==> src/tllc_pkg.sv <==
// Shared types, character codes and helpers for the line/column token lexer.
package tllc_pkg;

  // Result queue geometry.
  localparam int unsigned FIFO_DEPTH = 4;
  localparam int unsigned FIFO_AW    = 2;
  localparam int unsigned FIFO_CW    = 3;

  // Source characters with a meaning of their own.
  localparam logic [7:0] CH_SPACE   = 8'h20;
  localparam logic [7:0] CH_TAB     = 8'h09;
  localparam logic [7:0] CH_NEWLINE = 8'h0A;
  localparam logic [7:0] CH_HASH    = 8'h23;
  localparam logic [7:0] CH_LBRACE  = 8'h7B;
  localparam logic [7:0] CH_RBRACE  = 8'h7D;
  localparam logic [7:0] CH_LESS    = 8'h3C;
  localparam logic [7:0] CH_GREATER = 8'h3E;
  localparam logic [7:0] CH_MINUS   = 8'h2D;

  // Token kinds as they appear on the result word.
  typedef enum logic [2:0] {
    KIND_COMMENT = 3'd0,
    KIND_LBRACE  = 3'd1,
    KIND_RBRACE  = 3'd2,
    KIND_ARROW   = 3'd3,
    KIND_IDENT   = 3'd4,
    KIND_NEWLINE = 3'd5,
    KIND_END     = 3'd6
  } token_kind_e;

  // Scanner state, one-hot.
  typedef enum logic [2:0] {
    MODE_IDLE    = 3'b001,
    MODE_COMMENT = 3'b010,
    MODE_IDENT   = 3'b100
  } scan_mode_e;

  // True for every byte that ends an identifier.
  function automatic logic is_delim(input logic [7:0] b);
    return (b == CH_SPACE) || (b == CH_TAB) || (b == CH_NEWLINE) ||
           (b == CH_LBRACE) || (b == CH_RBRACE) || (b == CH_LESS) ||
           (b == CH_GREATER) || (b == CH_MINUS) || (b == CH_HASH);
  endfunction

endpackage

==> src/token_lexer_line_col_top.sv <==
// Streaming lexer: one source byte per word in, tokens with line, column, offset and length out.
// A token is written to the result queue when the byte that completes it is accepted.
// Throughput: one input word per cycle; a word that yields two tokens enqueues both, and they leave in order.
// The input stalls only while the four-entry result queue holds more than two tokens.
// Reset (asynchronous, active low) empties the queue and returns to line 1, offset 0, idle.
// An end-of-input word flushes the open token, emits the end token and returns to that state.
module token_lexer_line_col_top #(
  parameter int unsigned OFFSET_BITS = 24,
  parameter int unsigned COUNT_BITS  = 16
) (
  input  logic                   clk_i,
  input  logic                   rst_ni,
  input  logic                   in_valid_i,
  output logic                   in_stall_o,
  input  logic [7:0]             byte_value_i,
  input  logic                   end_of_input_i,
  output logic                   out_valid_o,
  input  logic                   out_stall_i,
  output logic [2:0]             token_kind_o,
  output logic [COUNT_BITS-1:0]  line_number_o,
  output logic [COUNT_BITS-1:0]  column_number_o,
  output logic [OFFSET_BITS-1:0] start_offset_o,
  output logic [COUNT_BITS-1:0]  token_length_o,
  output logic                   last_of_run_o
);

  localparam int unsigned WIDE_BITS =
    ((OFFSET_BITS > COUNT_BITS) ? OFFSET_BITS : COUNT_BITS) + 1;

  // Column of a token start: distance from the line start plus one, saturating.
  function automatic logic [COUNT_BITS-1:0] calc_col(input logic [OFFSET_BITS-1:0] start,
                                                      input logic [OFFSET_BITS-1:0] lbo);
    logic [OFFSET_BITS-1:0] diff;
    logic [WIDE_BITS-1:0]   diff_w;
    logic [WIDE_BITS-1:0]   max_w;
    diff   = (start >= lbo) ? (start - lbo) : '0;
    diff_w = WIDE_BITS'(diff);
    max_w  = WIDE_BITS'({COUNT_BITS{1'b1}});
    if (diff_w >= max_w) begin
      return {COUNT_BITS{1'b1}};
    end
    return COUNT_BITS'(diff_w + WIDE_BITS'(1));
  endfunction

  // Scanner state.
  tllc_pkg::scan_mode_e   mode_q, mode_d;
  logic [COUNT_BITS-1:0]  line_q, line_d;
  logic [OFFSET_BITS-1:0] pos_q, pos_d;
  logic [OFFSET_BITS-1:0] lbo_q, lbo_d;
  logic [OFFSET_BITS-1:0] pstart_q, pstart_d;
  logic [COUNT_BITS-1:0]  plen_q, plen_d;

  // Result queue.
  tllc_pkg::token_kind_e  fq_kind_q  [tllc_pkg::FIFO_DEPTH];
  logic [COUNT_BITS-1:0]  fq_line_q  [tllc_pkg::FIFO_DEPTH];
  logic [COUNT_BITS-1:0]  fq_col_q   [tllc_pkg::FIFO_DEPTH];
  logic [OFFSET_BITS-1:0] fq_start_q [tllc_pkg::FIFO_DEPTH];
  logic [COUNT_BITS-1:0]  fq_len_q   [tllc_pkg::FIFO_DEPTH];
  logic                   fq_last_q  [tllc_pkg::FIFO_DEPTH];
  logic [tllc_pkg::FIFO_AW-1:0] wr_ptr_q, rd_ptr_q;
  logic [tllc_pkg::FIFO_CW-1:0] cnt_q;

  logic in_accept, out_accept;

  // Flushed pending token and single-byte (or end) token of this word.
  logic                   pf_valid, sb_valid;
  tllc_pkg::token_kind_e  pf_kind, sb_kind;
  logic [OFFSET_BITS-1:0] sb_start;
  logic [COUNT_BITS-1:0]  sb_len;

  // Up to two tokens to enqueue, in order.
  logic                   s0_valid, s1_valid;
  tllc_pkg::token_kind_e  s0_kind;
  logic [OFFSET_BITS-1:0] s0_start;
  logic [COUNT_BITS-1:0]  s0_len;
  logic [COUNT_BITS-1:0]  s0_col, s1_col;
  logic [tllc_pkg::FIFO_AW-1:0] wr_ptr_p1;
  logic [tllc_pkg::FIFO_CW-1:0] n_push;

  assign in_stall_o = (cnt_q > tllc_pkg::FIFO_CW'(2));
  assign in_accept  = in_valid_i && !in_stall_o;
  assign out_valid_o = (cnt_q != '0);
  assign out_accept  = out_valid_o && !out_stall_i;

  // Classify the byte and work out the next scanner state.
  always_comb begin
    logic run_idle;
    logic flush;
    mode_d   = mode_q;
    line_d   = line_q;
    pos_d    = pos_q;
    lbo_d    = lbo_q;
    pstart_d = pstart_q;
    plen_d   = plen_q;
    pf_valid = 1'b0;
    pf_kind  = tllc_pkg::KIND_IDENT;
    sb_valid = 1'b0;
    sb_kind  = tllc_pkg::KIND_END;
    sb_start = pos_q;
    sb_len   = COUNT_BITS'(1);
    run_idle = 1'b0;
    flush    = 1'b0;

    if (end_of_input_i) begin
      // Flush the open token, emit the end token, return to the reset state.
      pf_valid = (mode_q == tllc_pkg::MODE_COMMENT) || (mode_q == tllc_pkg::MODE_IDENT);
      pf_kind  = (mode_q == tllc_pkg::MODE_COMMENT) ? tllc_pkg::KIND_COMMENT
                                                    : tllc_pkg::KIND_IDENT;
      sb_valid = 1'b1;
      sb_kind  = tllc_pkg::KIND_END;
      sb_len   = '0;
      mode_d   = tllc_pkg::MODE_IDLE;
      line_d   = COUNT_BITS'(1);
      pos_d    = '0;
      lbo_d    = '0;
      pstart_d = '0;
      plen_d   = '0;
    end else begin
      case (mode_q)
        tllc_pkg::MODE_COMMENT: begin
          flush   = (byte_value_i == tllc_pkg::CH_NEWLINE);
          pf_kind = tllc_pkg::KIND_COMMENT;
        end
        tllc_pkg::MODE_IDENT: begin
          flush   = tllc_pkg::is_delim(byte_value_i);
          pf_kind = tllc_pkg::KIND_IDENT;
        end
        default: begin
          run_idle = 1'b1;
        end
      endcase
      pf_valid = flush;
      run_idle = run_idle || flush;

      if (!run_idle) begin
        // Token continues.
        plen_d = (plen_q == {COUNT_BITS{1'b1}}) ? plen_q : plen_q + COUNT_BITS'(1);
      end else begin
        mode_d = tllc_pkg::MODE_IDLE;
        case (byte_value_i) inside
          tllc_pkg::CH_SPACE, tllc_pkg::CH_TAB: begin
          end
          tllc_pkg::CH_LBRACE: begin
            sb_valid = 1'b1;
            sb_kind  = tllc_pkg::KIND_LBRACE;
          end
          tllc_pkg::CH_RBRACE: begin
            sb_valid = 1'b1;
            sb_kind  = tllc_pkg::KIND_RBRACE;
          end
          tllc_pkg::CH_LESS, tllc_pkg::CH_GREATER, tllc_pkg::CH_MINUS: begin
            sb_valid = 1'b1;
            sb_kind  = tllc_pkg::KIND_ARROW;
          end
          tllc_pkg::CH_NEWLINE: begin
            sb_valid = 1'b1;
            sb_kind  = tllc_pkg::KIND_NEWLINE;
            line_d   = (line_q == {COUNT_BITS{1'b1}}) ? line_q : line_q + COUNT_BITS'(1);
            lbo_d    = (pos_q == {OFFSET_BITS{1'b1}}) ? pos_q : pos_q + OFFSET_BITS'(1);
          end
          default: begin
            // Open a comment or an identifier.
            mode_d   = (byte_value_i == tllc_pkg::CH_HASH) ? tllc_pkg::MODE_COMMENT
                                                           : tllc_pkg::MODE_IDENT;
            pstart_d = pos_q;
            plen_d   = COUNT_BITS'(1);
          end
        endcase
      end
      pos_d = (pos_q == {OFFSET_BITS{1'b1}}) ? pos_q : pos_q + OFFSET_BITS'(1);
    end
  end

  // Order the tokens of this word; the flushed one goes first.
  assign s0_valid  = pf_valid || sb_valid;
  assign s1_valid  = pf_valid && sb_valid;
  assign s0_kind   = pf_valid ? pf_kind : sb_kind;
  assign s0_start  = pf_valid ? pstart_q : sb_start;
  assign s0_len    = pf_valid ? plen_q : sb_len;
  assign s0_col    = calc_col(s0_start, lbo_q);
  assign s1_col    = calc_col(sb_start, lbo_q);
  assign wr_ptr_p1 = wr_ptr_q + tllc_pkg::FIFO_AW'(1);
  assign n_push    = in_accept ? (tllc_pkg::FIFO_CW'(s0_valid) + tllc_pkg::FIFO_CW'(s1_valid))
                               : '0;

  // Scanner state and queue control.
  always_ff @(posedge clk_i or negedge rst_ni) begin
    if (!rst_ni) begin
      mode_q   <= tllc_pkg::MODE_IDLE;
      line_q   <= COUNT_BITS'(1);
      pos_q    <= '0;
      lbo_q    <= '0;
      pstart_q <= '0;
      plen_q   <= '0;
      wr_ptr_q <= '0;
      rd_ptr_q <= '0;
      cnt_q    <= '0;
    end else begin
      if (in_accept) begin
        mode_q   <= mode_d;
        line_q   <= line_d;
        pos_q    <= pos_d;
        lbo_q    <= lbo_d;
        pstart_q <= pstart_d;
        plen_q   <= plen_d;
      end
      wr_ptr_q <= wr_ptr_q + tllc_pkg::FIFO_AW'(n_push);
      if (out_accept) begin
        rd_ptr_q <= rd_ptr_q + tllc_pkg::FIFO_AW'(1);
      end
      cnt_q <= cnt_q + n_push - tllc_pkg::FIFO_CW'(out_accept);
    end
  end

  // Queue storage.
  always_ff @(posedge clk_i) begin
    if (in_accept && s0_valid) begin
      fq_kind_q[wr_ptr_q]  <= s0_kind;
      fq_line_q[wr_ptr_q]  <= line_q;
      fq_col_q[wr_ptr_q]   <= s0_col;
      fq_start_q[wr_ptr_q] <= s0_start;
      fq_len_q[wr_ptr_q]   <= s0_len;
      fq_last_q[wr_ptr_q]  <= !s1_valid;
    end
    if (in_accept && s1_valid) begin
      fq_kind_q[wr_ptr_p1]  <= sb_kind;
      fq_line_q[wr_ptr_p1]  <= line_q;
      fq_col_q[wr_ptr_p1]   <= s1_col;
      fq_start_q[wr_ptr_p1] <= sb_start;
      fq_len_q[wr_ptr_p1]   <= sb_len;
      fq_last_q[wr_ptr_p1]  <= 1'b1;
    end
  end

  // Head of the queue drives the output word.
  assign token_kind_o    = fq_kind_q[rd_ptr_q];
  assign line_number_o   = fq_line_q[rd_ptr_q];
  assign column_number_o = fq_col_q[rd_ptr_q];
  assign start_offset_o  = fq_start_q[rd_ptr_q];
  assign token_length_o  = fq_len_q[rd_ptr_q];
  assign last_of_run_o   = fq_last_q[rd_ptr_q];

  // The queue never holds more than its depth.
  a_cnt_bound: assert property (@(posedge clk_i) disable iff (!rst_ni)
    cnt_q <= tllc_pkg::FIFO_CW'(tllc_pkg::FIFO_DEPTH))
    else $error("result queue overfilled");

  // End of input returns the scanner to its reset state.
  a_eoi_reset: assert property (@(posedge clk_i) disable iff (!rst_ni)
    in_accept && end_of_input_i |=>
      pos_q == '0 && line_q == COUNT_BITS'(1) && mode_q == tllc_pkg::MODE_IDLE)
    else $error("scanner not cleared after end of input");

  // A word that yields a token makes a result visible next cycle.
  a_token_out: assert property (@(posedge clk_i) disable iff (!rst_ni)
    in_accept && s0_valid |=> out_valid_o)
    else $error("token lost");

  // The line counter never reaches zero.
  a_line_nonzero: assert property (@(posedge clk_i) disable iff (!rst_ni)
    line_q != '0)
    else $error("line counter is zero");

  // The line start never runs ahead of the byte position.
  a_lbo_order: assert property (@(posedge clk_i) disable iff (!rst_ni)
    lbo_q <= pos_q)
    else $error("line start beyond byte position");

endmodule
==> config.mk <==
export PLATFORM = sky130hd
export DESIGN_NAME = token_lexer_line_col_top
export DESIGN_NICKNAME = d
export VERILOG_FILES = /design/src/tllc_pkg.sv /design/src/token_lexer_line_col_top.sv
export SDC_FILE = /design/constraint.sdc
export NUM_CORES = 1
export LEC_CHECK = 0
export BUFFER_PORTS_ARGS = -buffer_cell sky130_fd_sc_hd__buf_2
export CAP_MARGIN = 20
export CELL_PAD_IN_SITES_DETAIL_PLACEMENT = 0
export CELL_PAD_IN_SITES_GLOBAL_PLACEMENT = 1
export CORE_AREA = 3 3 232 234
export DETAILED_ROUTE_END_ITERATION = 10
export DIE_AREA = 0 0 235 237
export MAX_ROUTING_LAYER = met4
export PLACE_DENSITY_LB_ADDON = 0.3
export SLEW_MARGIN = 20
export SYNTH_ARGS = -nofsm -noshare
export SYNTH_HDL_FRONTEND = slang
export SYNTH_SLANG_ARGS = --single-unit
==> constraint.sdc <==
create_clock -name clk_i -period 7.82 [get_ports clk_i]
set_input_delay 2.346 -clock clk_i [delete_from_list [all_inputs] [get_ports clk_i]]
set_output_delay 2.346 -clock clk_i [all_outputs]
set_load 0.005 [all_outputs]
==> results_dict.tcl, run 1 <==
set metrics [dict create \
    outcome "complete, no violations" \
    die_w_um 235 \
    clock_latency_ns 0.58 \
    cts_max_path_buffers 3 \
    finish.instance_area_um2 26400 \
    dpl_cell_area_um2 24800 \
    relSlewSlack_pct 27.9 \
    critPathCaptureType "flop" \
    finalCritPeriodShare_pct 95.2 \
    fmax_mhz 134 \
    tightest_slew_ns 1.08 \
    ys_seq_area_share_pct 48.8 \
    arrival_ns 7.77 \
    path_max_fanout 8 \
    synth_edf_count 240 \
    grt_start_max_net_pins 74 \
    dp_cells 2796 \
    boundaryPins 91 \
    hp-start "fq_len_q[2][12]$_SDFFE_PP0P_" \
    grt_usage_pct 23.7 \
    reg2reg_from "pos_q[3]$_DFFE_PN0P_" \
    worstSetupPathType "in2reg" \
    drv_slew 0 \
    finalSetupViolCount 0 \
    drive_above_1_share_pct 22.1 \
    port_buffers 90 \
    synth_seq_cells 418 \
    synth_top_area_share_pct 31.0 \
    antenna_cells 0 \
    startpoint_type "input pin" \
    met2_usage_pct 40.1 \
    drt_iter0_markers 1510 \
    yosysUniqueCellTypes 87 \
    synth_warnings 0 \
    cts_buffers 46 \
    start_util_pct 44.5 \
    wire_per_inst_um 22.7 \
    worst_path_most_repeated_cell "a21oi_1" \
    clk_pin_slew_ns 0.06 \
    worstPathRequired_ns 8.15 \
    hold_path.class "reg2reg" \
    dieArea_um2 55700 \
    mostFrequentLayoutCell "nand2_1" \
    antenna_found_initial 0 \
    drtAntennaViolNets 0 \
    tns_ns 0 \
    gp_congestion 0.942 \
    cts-htree-levels 2 \
    clock_skew_ns 0.0188 \
    netlist_instances 2077 \
    dr.pass1.iters 5 \
    powerDensity_nw_per_um2 374 \
    die_h_um 237 \
    rows 84 \
    fin_crit_ns 7.44 \
    busiest_layer "met2" \
    vias 17229 \
    finalPower_mw 9.87 \
    layout_common_cells "242 x nand2_1, 240 x edfxtp_1, 125 x nor2_1, 110 x dfrtp_1, 93 x mux2_2" \
    wl_mm 65.6 \
    post-route-drc-count 0 \
    async_flop_share_pct 27.3 \
    synthesis.area_um2 23200 \
    cts_tree "done" \
    core_area_um2 52200 \
    grt.met1_usage_pct 30.4 \
    synth_area_leaders "edfxtp_1 31%, dfrtp_1 12%, mux4_2 7.4%" \
    grt_pass1_vias 16982 \
    syn_to_final_growth_pct 13.7 \
    max_stage_delay_ns 0.44 \
    yosysTopAreaCell "edfxtp_1" \
    ir_drop_v 0.000193 \
    grtUsageMet3_pct 2.84 \
    cts.sinks 418 \
    ys.flop_type "edfxtp_1" \
    leakagePower_nw 10.2 \
    hold_viol 0 \
    synth_area_per_cell_um2 11.2 \
    post_drt_via_cell_ratio 5.97 \
    slowest_stage "a221o_1" \
    whs_ns 0.473 \
    cts_root_buf "clkbuf_16" \
    syn_nets 2152 \
    grt_pass1_wl_mm 101 \
    cp-startpoint "byte_value_i[4]" \
    gr-total-overflow 0 \
    cap_violations 0 \
    dp_hpwl_mm 45.2 \
    fin_cells 2884 \
    nets 2234 \
]
-- cell families after synthesis --
logic type	after synthesis	share of synthesized area (%)
simple gates	625	12.9
compound gates	453	14.1
flops	418	48.8
buf+inv	218	3.74
mux	195	13.0
xor+xnor	106	4.03
fa+ha+maj	62	3.43
-- cells in the mapped netlist (all sizes together) (17+ instances only) --
cell type	instances
nand2	245
nor3	46
and2	17
a21oi	88
and3	20
edfxtp	240
or3	17
a22o	85
inv	66
buf	30
ha	59
xor2	40
mux2i	20
nand4	18
a32oi	47
nor2	128
dfxtp	64
xnor2	66
mux4	76
clkbuf	122
nand3	41
dfrtp	112
mux2	99
o31ai	21
o21ai	78
-- flip-flops by register name, summed over array words and instances, names as in the netlist --
signal / count
fq_start_q: 96
fq_col_q: 64
fq_len_q: 64
fq_line_q: 64
lbo_q: 24
pos_q: 24
pstart_q: 24
line_q: 16
plen_q: 16
fq_kind_q: 12
fq_last_q: 4
cnt_q: 3
mode_q: 3
rd_ptr_q: 2
wr_ptr_q: 2
-- stage by stage --
stage	setup WS (ns)	util, %
final	0.378	50.6
after global routing	-0.00579	50.6
after CTS	0.419	50.4
after detailed placement	-0.170	47.5
after global placement	-0.0419	47.5
after floorplan	0.00502	-
-- layer usage --
layer | up-vias | routed length, um
met5 | - | 0
met4 | 0 | 1640
met3 | 96 | 2750
met2 | 421 | 33100
met1 | 8698 | 28100
li1 | 8014 | -
-- critical path: cells and delay by family --
| kind | cells | cell delay (ns) |
|---|---|---|
| AOI/OAI and AO/OA | 9 | 1.89 |
| adders and majority gates | 3 | 0.76 |
| buffers and inverters | 3 | 0.35 |
| and+or+nand+nor | 12 | 2.44 |
-- layout make-up --
cell class              count  area (um2)
repair buffers            186        1320
flip-flops and latches    418       11400
multi-input cells        1441       11100
inverters                  66         248
clock buffers              68        1330
clock inverters            17         185
well taps                 688         861
fillers                  4592       25800
-- timing repair --
item / CTS / global route
hold buffers: 0 / 0
setup buffers: 0 / 1
setup endpoints to repair: 0 / 8
resized for setup: 0 / 5
-- final timing paths --
kind                                                 to  slack (ns)  depth (start not counted)
min                        fq_len_q[2][12]$_SDFFE_PP0P_        0.47                          1
max reg2reg                    fq_col_q[0][5]$_DFFE_PP_        2.18                         14
max                           fq_col_q[3][15]$_DFFE_PP_        0.38                         27
min in group asynchronous       pstart_q[5]$_DFFE_PN0P_        1.75                          1
min reg2reg                fq_len_q[2][12]$_SDFFE_PP0P_        0.47                          1
max in group asynchronous         mode_q[0]$_DFFE_PN1P_        4.94                          3
-- power breakdown --
group          leakage, nW  switching [mW]  internal (mW)
sequential            4.20           0.268           2.73
clock                0.744           0.905           1.25
combinational         5.31            2.66           2.06
(Power assumes the default switching activity.)
==> run 2, diff against run 1 <==
- CTS_CLUSTER_SIZE: default -> 30
- PLACE_DENSITY: default -> 0.74
- PLACE_DENSITY_LB_ADDON: 0.3 -> default
==> run 2 against run 1 <==
Against the previous run:
- global-route usage is 0.22 points lower
- power is 1.6% lower
- sequential power hardly changed
- clock power hardly changed
- critical endpoint is now fq_col_q[2][15]$_DFFE_PP_
==> results_dict.tcl, run 2 (synthesis gave the netlist of run 1 again) <==
set metrics [dict create \
    outcome "complete, no violations" \
    fmax_mhz 134 \
    finalPower_mw 9.71 \
    leakagePower_nw 10.2 \
    drt_iter0_markers 1253 \
    cts_buffers 45 \
    tightest_slew_ns 0.972 \
    r2r-end "fq_col_q[0][13]$_DFFE_PP_" \
    relSlewSlack_pct 35.0 \
    drv_slew 0 \
    ir_drop_v 0.000200 \
    wire_per_inst_um 22.6 \
    dr.pass1.iters 5 \
    antenna_found_initial 1 \
    die_w_um 235 \
    critPathCaptureType "flop" \
    layout_common_cells "243 x nand2_1, 240 x edfxtp_1, 125 x nor2_1, 110 x dfrtp_1, 93 x mux2_2" \
    clk_pin_slew_ns 0.06 \
    reg2reg_from "pos_q[3]$_DFFE_PN0P_" \
    dpl_worst_slack_ns -0.250 \
    max_stage_delay_ns 0.41 \
    cts_root_buf "clkbuf_16" \
    core_area_um2 52200 \
    boundaryPins 91 \
    finalSetupViolCount 0 \
    wl_mm 65.0 \
    cp-startpoint "byte_value_i[4]" \
    worstPathRequired_ns 8.15 \
    dieArea_um2 55700 \
    grt_start_max_net_pins 62 \
    gr-total-overflow 0 \
    post-route-drc-count 0 \
    regMostFlops "fq_start_q" \
    hold_viol 0 \
    worst_slack_ns 0.368 \
    grt_pass1_vias 17310 \
    worstSetupPathType "in2reg" \
    grt_pass1_wl_mm 101 \
    r2r_slack_ns 2.16 \
    path_max_fanout 12 \
    drtAntennaViolNets 0 \
    worst_path_most_repeated_cell "a21oi_1" \
    grt_usage_pct 23.5 \
    gp_congestion 0.940 \
    vias 17258 \
    fin_cells 2878 \
    powerDensity_nw_per_um2 369 \
    startpoint_type "input pin" \
    port_buffers 90 \
    clock_skew_ns 0.0336 \
    fin_crit_ns 7.45 \
    hold_path.class "reg2reg" \
    tns_ns 0 \
    largest_reg_flops 96 \
    post_drt_via_cell_ratio 6.00 \
    seq_area_um2 11400 \
    mostFrequentLayoutCell "nand2_1" \
    finalCritPeriodShare_pct 95.3 \
    antenna_cells 0 \
    arrival_ns 7.78 \
    cts_max_path_buffers 3 \
    cts.sinks 418 \
    cts_tree "done" \
    rows 84 \
    syn_to_final_growth_pct 13.2 \
    cts-htree-levels 2 \
    final_util_pct 50.4 \
    die_h_um 237 \
    drive_above_1_share_pct 22.1 \
    nets 2228 \
    dp_hpwl_mm 45.2 \
    nFillCells 4609 \
    start_util_pct 44.5 \
    cap_violations 0 \
    critPathCapture "fq_col_q[2][15]$_DFFE_PP_" \
    clock_latency_ns 0.59 \
    dp_cells 2792 \
    multi_input_area_um2 11100 \
    slowest_stage "a221o_1" \
    r2r_cells 14 \
]
[run 2: cell count changes in the layout (fill, tap and decap cells not counted), sizes merged]
| cell | delta |
|---|---|
| clkbuf | -9 |
| buf | -4 |
| clkinvlp | +3 |
| clkinv | +2 |
| inv | +2 |
[run 2: routing by layer]
layer / track usage, % / vias to the layer above / wire length (um)
li1: - / 8000 / -
met1: 29.7 / 8683 / 27400
met2: 40.2 / 476 / 32800
met3: 2.77 / 99 / 3190
met4: 6.53 / 0 / 1640
met5: - / - / 0
[run 2: layout make-up]
class | instances | share of cell area, %
Clock buffer | 60 | 4.89
Multi-Input combinational cell | 1441 | 42.3
Inverter | 66 | 0.956
Timing Repair Buffer | 181 | 4.65
Clock inverter | 24 | 0.794
Sequential cell | 418 | 43.1
Tap cell | 688 | 3.27
[run 2: worst min-delay path by stage]
stage | from | endpoint | slack (ns) | cells past startpoint
floorplan | lbo_q[2]$_DFFE_PN0P_ | lbo_q[2]$_DFFE_PN0P_ | 0.44 | 2
detailed placement | fq_len_q[0][10]$_SDFFE_PP0P_ | fq_len_q[0][10]$_SDFFE_PP0P_ | 0.46 | 1
global route | fq_len_q[0][9]$_SDFFE_PP0P_ | fq_len_q[0][9]$_SDFFE_PP0P_ | 0.49 | 1
finish | fq_len_q[3][6]$_SDFFE_PP0P_ | fq_len_q[3][6]$_SDFFE_PP0P_ | 0.47 | 1
CTS | fq_len_q[0][7]$_SDFFE_PP0P_ | fq_len_q[0][7]$_SDFFE_PP0P_ | 0.48 | 1
global placement | fq_len_q[3][10]$_SDFFE_PP0P_ | fq_len_q[3][10]$_SDFFE_PP0P_ | 0.46 | 1
[run 2: through the flow]
stage | cell area, um2 | hold WS (ns)
after global routing | 26300 | 0.489
after global placement | 24800 | 0.456
after floorplan | 23400 | 0.443
after CTS | 26300 | 0.479
final | 26300 | 0.474
after detailed placement | 24800 | 0.462
[run 2: timing repair]
item	CTS	global route
buffers inserted	0	2
gates resized for setup	0	1
hold buffers	0	0
setup endpoints to repair	0	52
[run 2: report_power, final]
part	internal (mW)	total (mW)	leakage (nW)	switching, mW
clock	1.23	2.13	0.741	0.901
combinational	1.96	4.59	5.27	2.62
sequential	2.73	2.99	4.20	0.259
total	5.93	9.71	10.2	3.78
[run 2: worst max-delay path: cells and delay by family]
family,cells,cell delay (ns)
compound gates,9,1.84
fa+ha+maj,3,0.76
buf+inv,3,0.41
simple gates,12,2.40
